**src/hdl/rv32_control_decoder_unit_defines.svh**
```systemverilog
// assertion macros for the control decoder unit
`ifndef RV32_CONTROL_DECODER_UNIT_DEFINES_SVH
`define RV32_CONTROL_DECODER_UNIT_DEFINES_SVH

// same-cycle implication, disabled during reset
`define RCD_ASSERT_NOW(label, ante, cons, msg) \
    label: assert property (@(posedge i_clk) disable iff (!i_rst_n) (ante) |-> (cons)) \
        else $error(msg);

// next-cycle implication, disabled during reset
`define RCD_ASSERT_NEXT(label, ante, cons, msg) \
    label: assert property (@(posedge i_clk) disable iff (!i_rst_n) (ante) |=> (cons)) \
        else $error(msg);

`endif

```
**src/hdl/rv32cd_pkg.sv**
```systemverilog
// shared types and constants of the rv32 control decoder
`default_nettype none
package rv32cd_pkg;

    localparam logic [4:0] OP_LUI    = 5'b01101;
    localparam logic [4:0] OP_AUIPC  = 5'b00101;
    localparam logic [4:0] OP_JAL    = 5'b11011;
    localparam logic [4:0] OP_JALR   = 5'b11001;
    localparam logic [4:0] OP_BRANCH = 5'b11000;
    localparam logic [4:0] OP_LOAD   = 5'b00000;
    localparam logic [4:0] OP_STORE  = 5'b01000;
    localparam logic [4:0] OP_IMM    = 5'b00100;
    localparam logic [4:0] OP_REG    = 5'b01100;
    localparam logic [4:0] OP_SYS    = 5'b11100;

    localparam logic [11:0] CSR_MTVEC   = 12'h305;
    localparam logic [11:0] CSR_MEPC    = 12'h341;
    localparam logic [11:0] CSR_MCAUSE  = 12'h342;
    localparam logic [11:0] CSR_MSTATUS = 12'h300;

    typedef struct packed {
        logic [4:0]  opcode_bits;
        logic [2:0]  funct3;
        logic        alt_bit;
        logic [4:0]  dest_reg;
        logic [2:0]  compare_flags_n;
        logic [1:0]  system_code;
        logic        status_flag;
        logic        timer_irq_n;
        logic        ext_irq_n;
        logic [11:0] csr_address;
    } t_dec_in;

    typedef struct packed {
        logic [5:0] pc_select_n;
        logic [7:0] operand_select_n;
        logic [7:0] alu_control;
        logic [7:0] mem_op_n;
        logic [7:0] csr_control_n;
        logic [6:0] irq_control;
        logic [7:0] csr_reg_enable_n;
        logic [5:0] gpr_control_n;
    } t_dec_out;

endpackage
`default_nettype wire

```
**src/hdl/rv32cd_decode.sv**
```systemverilog
// combinational decode of one instruction into the control words
`default_nettype none
module rv32cd_decode (
    input  rv32cd_pkg::t_dec_in  i_dec,
    output rv32cd_pkg::t_dec_out o_dec
);
    import rv32cd_pkg::*;

    logic [4:0] op;
    logic [2:0] f3;
    logic       z, lt, ltu, taken;
    logic       is_jump, is_arith, is_upper, sys0, st;
    logic [3:0] pc_off;
    logic [1:0] pc_base;
    logic [2:0] src_a;
    logic [4:0] src_b;
    logic [2:0] alu_fn, shift_op;
    logic [1:0] set_op;
    logic [4:0] load_op;
    logic [2:0] store_op;
    logic [3:0] csr_op;
    logic [1:0] csr_src, exc;
    logic       ti_en, ei_en, mret, hnd, flag, cen;
    logic       oe_tv, oe_ep, oe_ca, oe_st;
    logic [4:0] gpr_sel;
    logic       gpr_we;

    always_comb begin
        op       = i_dec.opcode_bits;
        f3       = i_dec.funct3;
        st       = i_dec.status_flag;
        z        = i_dec.compare_flags_n[2];
        lt       = i_dec.compare_flags_n[1];
        ltu      = i_dec.compare_flags_n[0];
        is_jump  = (op == OP_JAL) || (op == OP_JALR);
        is_arith = (op == OP_IMM) || (op == OP_REG);
        is_upper = (op == OP_LUI) || (op == OP_AUIPC);
        sys0     = (op == OP_SYS) && (f3 == 3'd0);

        // next pc
        unique case (f3)
            3'd0:    taken = !z;
            3'd1:    taken = z;
            3'd4:    taken = !lt;
            3'd5:    taken = lt;
            3'd6:    taken = !ltu;
            3'd7:    taken = ltu;
            default: taken = 1'b0;
        endcase
        pc_base = (op == OP_JALR) ? 2'b10 : 2'b01;
        priority if (op == OP_JAL)    pc_off = 4'hE;
        else if (op == OP_JALR)       pc_off = 4'hD;
        else if (op == OP_BRANCH)     pc_off = taken ? 4'hB : 4'hF;
        else                          pc_off = 4'h7;

        // operand select
        priority if ((op == OP_AUIPC) || is_jump) src_a = 3'd6;
        else if (op == OP_LUI)                    src_a = 3'd5;
        else if ((op == OP_LOAD) || (op == OP_STORE) || is_arith || (op == OP_BRANCH))
            src_a = 3'd3;
        else
            src_a = 3'd7;
        priority if (is_jump)                              src_b = 5'h1E;
        else if (is_upper)                                 src_b = 5'h1D;
        else if ((op == OP_LOAD) || (op == OP_IMM))        src_b = 5'h1B;
        else if (op == OP_STORE)                           src_b = 5'h17;
        else if ((op == OP_REG) || (op == OP_BRANCH))      src_b = 5'h0F;
        else                                               src_b = 5'h1F;

        // alu, shift and set
        alu_fn = 3'd0;
        if (is_upper || is_jump || (op == OP_LOAD) || (op == OP_STORE)) begin
            alu_fn = 3'd3;
        end else if (op == OP_BRANCH) begin
            alu_fn = 3'd2;
        end else if (is_arith) begin
            unique case (f3)
                3'd0:    alu_fn = ((op == OP_REG) && i_dec.alt_bit) ? 3'd2 : 3'd3;
                3'd4:    alu_fn = 3'd4;
                3'd6:    alu_fn = 3'd5;
                3'd7:    alu_fn = 3'd6;
                default: alu_fn = 3'd0;
            endcase
        end
        shift_op = 3'd7;
        set_op   = 2'd3;
        if (is_arith) begin
            if (f3 == 3'd1)      shift_op = 3'd3;
            else if (f3 == 3'd5) shift_op = i_dec.alt_bit ? 3'd6 : 3'd5;
            if (f3 == 3'd2)      set_op = 2'd1;
            else if (f3 == 3'd3) set_op = 2'd2;
        end

        // load and store
        load_op  = 5'h1F;
        store_op = 3'd7;
        if (op == OP_LOAD) begin
            unique case (f3)
                3'd5:    load_op = 5'h0F;
                3'd4:    load_op = 5'h17;
                3'd2:    load_op = 5'h1B;
                3'd1:    load_op = 5'h1D;
                3'd0:    load_op = 5'h1E;
                default: load_op = 5'h1F;
            endcase
        end
        if (op == OP_STORE) begin
            unique case (f3)
                3'd2:    store_op = 3'd3;
                3'd1:    store_op = 3'd5;
                3'd0:    store_op = 3'd6;
                default: store_op = 3'd7;
            endcase
        end

        // csr operation and exceptions
        csr_op  = 4'hF;
        csr_src = 2'd3;
        exc     = 2'd3;
        if (op == OP_SYS) begin
            unique case (f3[1:0])
                2'd1:    csr_op = 4'h3;
                2'd2:    csr_op = 4'h5;
                2'd3:    csr_op = 4'h6;
                default: csr_op = 4'hF;
            endcase
            if (f3 >= 3'd5)                       csr_src = 2'd1;
            else if ((f3 >= 3'd1) && (f3 <= 3'd3)) csr_src = 2'd2;
            if (st && (i_dec.system_code == 2'd0))      exc = 2'd2;
            else if (st && (i_dec.system_code == 2'd1)) exc = 2'd1;
        end
        cen = csr_op[3];

        // interrupt control
        ti_en = !(!i_dec.timer_irq_n && st);
        ei_en = !(!i_dec.ext_irq_n && st);
        mret  = !(sys0 && !st);
        hnd   = !(!ti_en || !ei_en || (sys0 && st));
        flag  = hnd && mret;

        // csr register enables
        oe_tv = !(!cen && (i_dec.csr_address == CSR_MTVEC));
        oe_ep = !(!cen && (i_dec.csr_address == CSR_MEPC));
        oe_ca = !(!cen && (i_dec.csr_address == CSR_MCAUSE));
        oe_st = !(!cen && (i_dec.csr_address == CSR_MSTATUS));

        // gpr source and write
        priority if (is_upper || is_jump || (op == OP_BRANCH))
            gpr_sel = 5'h1E;
        else if (is_arith && ((f3 == 3'd2) || (f3 == 3'd3)))
            gpr_sel = 5'h1D;
        else if ((op == OP_LOAD) && (f3 != 3'd3) && (f3 != 3'd6) && (f3 != 3'd7))
            gpr_sel = 5'h1B;
        else if (is_arith && ((f3 == 3'd1) || (f3 == 3'd5)))
            gpr_sel = 5'h17;
        else
            gpr_sel = 5'h0F;
        gpr_we = !((is_upper || is_jump || (op == OP_LOAD) || is_arith ||
                    ((op == OP_SYS) && (f3 != 3'd0) && (f3 != 3'd4))) &&
                   (i_dec.dest_reg != 5'd0));

        o_dec.pc_select_n      = {pc_off, pc_base};
        o_dec.operand_select_n = {src_b, src_a};
        o_dec.alu_control      = {set_op, shift_op, alu_fn};
        o_dec.mem_op_n         = {store_op, load_op};
        o_dec.csr_control_n    = {exc, csr_src, csr_op};
        o_dec.irq_control      = {flag, !hnd, hnd, !mret, mret, ei_en, ti_en};
        o_dec.csr_reg_enable_n = {oe_st, oe_ca, oe_ep, oe_tv,
                                  oe_st && flag, hnd, oe_ep && hnd, oe_tv};
        o_dec.gpr_control_n    = {gpr_we, gpr_sel};
    end

endmodule
`default_nettype wire

```
**src/hdl/rv32_control_decoder_unit.sv**
```systemverilog
// top level: input register, control decode, result register
// an input beat passes the input register, then the result register
// throughput: one beat per cycle unless the output stalls, set by the two-stage register pipeline
// a stalled output holds one beat and the input stage keeps one more
// reset (synchronous, active low) empties both stages
`default_nettype none
`include "rv32_control_decoder_unit_defines.svh"
module rv32_control_decoder_unit (
    input  wire                   i_clk,
    input  wire                   i_rst_n,
    input  wire                   i_in_valid,
    output logic                  o_in_ready,
    input  rv32cd_pkg::t_dec_in   i_in_data,
    output logic                  o_out_valid,
    input  wire                   i_out_ready,
    output rv32cd_pkg::t_dec_out  o_out_data
);
    import rv32cd_pkg::*;

    logic     r_in_valid, n_in_valid;
    t_dec_in  r_in_data;
    logic     r_out_valid, n_out_valid;
    t_dec_out r_out_data;
    t_dec_out dec_word;
    logic     out_load;

    rv32cd_decode u_decode (
        .i_dec (r_in_data),
        .o_dec (dec_word)
    );

    assign out_load    = !r_out_valid || i_out_ready;
    assign o_in_ready  = !r_in_valid || out_load;
    assign n_in_valid  = (i_in_valid && o_in_ready) || (r_in_valid && !out_load);
    assign n_out_valid = out_load ? r_in_valid : r_out_valid;

    always_ff @(posedge i_clk) begin
        if (!i_rst_n) begin
            r_in_valid  <= 1'b0;
            r_out_valid <= 1'b0;
        end else begin
            r_in_valid  <= n_in_valid;
            r_out_valid <= n_out_valid;
        end
    end

    always_ff @(posedge i_clk) begin
        if (i_in_valid && o_in_ready) begin
            r_in_data <= i_in_data;
        end
        if (out_load && r_in_valid) begin
            r_out_data <= dec_word;
        end
    end

    assign o_out_valid = r_out_valid;
    assign o_out_data  = r_out_data;

    `RCD_ASSERT_NEXT(a_stage_moves, r_in_valid && out_load, r_out_valid,
        "decoded beat not moved to output")
    `RCD_ASSERT_NOW(a_ready_only_full, !o_in_ready,
        r_in_valid && r_out_valid && !i_out_ready, "input stalled without full pipe")
    `RCD_ASSERT_NOW(a_csr_oe_needs_en, o_out_valid && !o_out_data.csr_reg_enable_n[4],
        !o_out_data.csr_control_n[3], "csr output enable without csr enable")

endmodule
`default_nettype wire

```
**config.mk**
```make
export PLATFORM = sky130hd
export DESIGN_NAME = rv32_control_decoder_unit
export DESIGN_NICKNAME = d
export VERILOG_FILES = /design/src/hdl/rv32cd_pkg.sv /design/src/hdl/rv32cd_decode.sv /design/src/hdl/rv32_control_decoder_unit.sv
export VERILOG_INCLUDE_DIRS = /design/src /design/src/hdl
export SDC_FILE = /design/constraint.sdc
export NUM_CORES = 1
export LEC_CHECK = 0
export BUFFER_PORTS_ARGS = -buffer_cell sky130_fd_sc_hd__buf_2
export CAP_MARGIN = 10
export CORE_UTILIZATION = 46
export DETAILED_ROUTE_END_ITERATION = 7
export PLACE_DENSITY = 0.75
export SETUP_SLACK_MARGIN = 0.4
export SYNTH_ARGS = -nofsm -noshare
export SYNTH_HDL_FRONTEND = slang
export SYNTH_SLANG_ARGS = --single-unit
export TNS_END_PERCENT = 20
```
**constraint.sdc**
```tcl
create_clock -name i_clk -period 3.3 [get_ports i_clk]
set_clock_uncertainty 0.1 [all_clocks]
set_input_delay 0.165 -clock i_clk [delete_from_list [all_inputs] [get_ports i_clk]]
set_output_delay 0.165 -clock i_clk [all_outputs]
set_load 0.005 [all_outputs]
```
==> out/summary.txt <==
clock-pin slew on the worst setup and hold paths - 90 ps
layout cells sized above 1 - 33.97%
most frequent cells in the layout - buf_2 (98), edfxtp_1 (91), dlygate4sd3_1 (36), nand2_1 (18), nand3_1 (16)
GR Overflow Total - 0
Synth cell types - 45
Critical Path Source - r_in_data[29]
CP arrival - 2130 ps
Die Y - 89.61 um
status - finished clean
Final Power - 2.329 mW
Final ANT Viol Nets - 0
setup TNS - 0 ps
CP dominant cell by count - nand3b_1
fillers - 553
synthesized area - 3531 um^2
commonest non-fill, non-tap cell in the layout - buf_2
Max transition margin - 60.65%
CTS-repair resized insts - 0
TritonCTS Buffers - 9
Initial Util - 48.17%
antenna violations before repair - 0
Final nets - 401
crit start category - register
final setup violation count - 0
Synth Warn # - 0
fin crit share - 64.79%
Critical Path Sink Type - register
vias after detailed routing - 2254
CTS tree - built
Post-synth EDFFs - 91
unrepaired setup endpoints after global routing - false
Routed WL per cell - 13.75 um
Rows - 31
end of the worst register-to-register path - o_out_data[10]
cell area power density - 496.4 nW/um^2
CP max FO - 15
M2 GR Usage - 28.72%
PortBufs - 98
met1 Track Usage GR - 19.89%
grt peak-use layer - met2
met3 usage in global routing - 3.108%
DRT Pass-1 Iters - 4
Remaining DRCs - 0
R2R depth - 4
source-to-sink clock delay at the later pin of the worst-skew pair - 350 ps
Post-CTS Setup Repair Bufs - 0
n_diodes - 0
Synth Net Count - 264
MaxCap Viol Count - 0
largest net degree at the start of global routing - 31
Die W - 89.61 um
VDD IR-drop max - 309.1 uV
Synth top area share - 77.39%
Fmax - 0.4677 GHz
WHS - 114.9 ps
Multi-input gate area - 671.9 um^2
Sequential cell area - 2773 um^2
GRT Overall Usage - 17.01%
Detailed Place HPWL - 4.386 mm
HP Class - in -> reg
most common flop cell mapped by yosys - edfxtp_1
Synth area leaders - edfxtp_1 (77%), nand3_1 (2.3%), nand2_1 (1.9%)
Final min period - 2138 ps
worst-path cell chain - nor2_1 > nand3b_1 > nor4_1 > nand3b_1
CTS sink cnt - 93
post-synthesis async set-or-reset flop share - 0%
Setup CP Type - reg -> reg
largest area contributor in the netlist - edfxtp_1
number of DRC markers in iteration 0 - 196
Core ar. - 7331 um^2
vias in the first global route - 2189
slowest stage delay, CP - 570 ps
R2R Setup Slk - 1160 ps
vias per inst - 4.827
Root Driver - clkbuf_8
Crit path required time - 3290 ps
Gate Count Post-Synth - 226
CP max-delay cell - edfxtp_1
Yosys reg bits - 93
RD Place Congestion - 0.8669
Worst Tran Pin Value - 590.2 ps
Top-Level Pins - 99
sequential cell area fraction in the yosys report - 78.53%
first-pass GRT wire length - 9.694 mm
Area Growth Syn to Fin - 32.85%
Routed Wire Length - 6.421 mm
reg2reg start - r_in_data[29]
Hold Fails Final Rpt - 0
full die area - 8030 um^2
Max Buffers Root-to-Sink - 2
depth of the CTS H-tree - 3
end point of the critical path - o_out_data[10]
Syn Area/Cell - 15.62 um^2
max-slew violation count - 0
Leak - 1.585 nW
[layer usage]
layer  wire length [um]  vias to the layer above
li1                   -                     1114
met1               2664                     1034
met2               3206                       90
met3                342                       16
met4                209                        0
met5                  0                        -
[worst min path at each step]
| stage | from | to | slack (ps) | cells after the start |
|---|---|---|---|---|
| after detailed placement | i_in_data[24] | r_in_data[24] | 240 | 1 |
| final | i_out_ready | o_out_valid | 110 | 3 |
| after global routing | i_out_ready | o_out_valid | 120 | 3 |
| after floorplan | i_in_data[0] | r_in_data[0] | 160 | 0 |
| after CTS | i_out_ready | o_out_valid | 70 | 3 |
| after global placement | i_in_data[24] | r_in_data[24] | 240 | 1 |
[cell usage after synthesis, types with 3 or more instances]
master,n
nand2_1,18
nor2b_1,7
o21ai_0,7
nor2_1,10
nand3_1,16
nor3_1,4
edfxtp_1,91
and2_1,3
a21oi_1,4
nand2b_1,6
or3_1,3
and3_1,3
or2_2,3
inv_1,7
[stage by stage]
step / area (um^2) / setup WS [ps] / std cells / util (%)
floorplan: 3533 / 809.8 / 226 / -
global placement: 4108 / 1274 / 415 / 56.03
detailed placement: 4108 / 1163 / 415 / 56.03
CTS: 4691 / 1170 / 467 / 63.99
global route: 4691 / 911.9 / 467 / 63.99
finish: 4691 / 1162 / 467 / 63.99
[layout make-up]
| cell class | count | area share (%) |
|---|---|---|
| Timing Repair Buffer | 137 | 18.62 |
| Tap cell | 99 | 2.641 |
| Sequential cell | 93 | 59.11 |
| Clock buffer | 10 | 2.721 |
| Multi-Input combinational cell | 115 | 14.32 |
| Inverter | 7 | 0.5601 |
| Clock inverter | 6 | 2.027 |
[cell families (layout without fill, tap and decap cells)]
group                  after synthesis  count (layout)  share of synthesized area, %
XOR/XNOR                             4               4                        0.9924
AO/OA/AOI/OAI                       18              18                         3.119
AND/OR/NAND/NOR                     92              92                         14.42
multiplexers                         1               1                        0.2835
buffers and inverters               18             160                         2.658
flip-flops                          93              93                         78.53
[critical path, delay by kind of cell, from the launching register on]
kind,cells,cell delay [ps]
and+or+nand+nor,4,1200
DFF,1,570
[repair_timing]
action | 4_1_cts | 5_1_grt
endpoints found under the hold margin | 36 | 0
setup endpoints to repair | 0 | 0
hold buffers | 36 | 0
[state kept, by name, summed over array words and instances, names as in the netlist]
signal / cells
o_out_valid: 1
r_in_data: 34
r_in_valid: 1
o_out_data: 57
[where the power goes]
part / total, mW / switching (mW) / internal [mW] / leakage, nW
sequential: 1.37 / 0.0303 / 1.34 / 0.758
combinational: 0.141 / 0.0660 / 0.0750 / 0.715
clock: 0.817 / 0.383 / 0.435 / 0.111
Power figures use the tool's default switching activity.
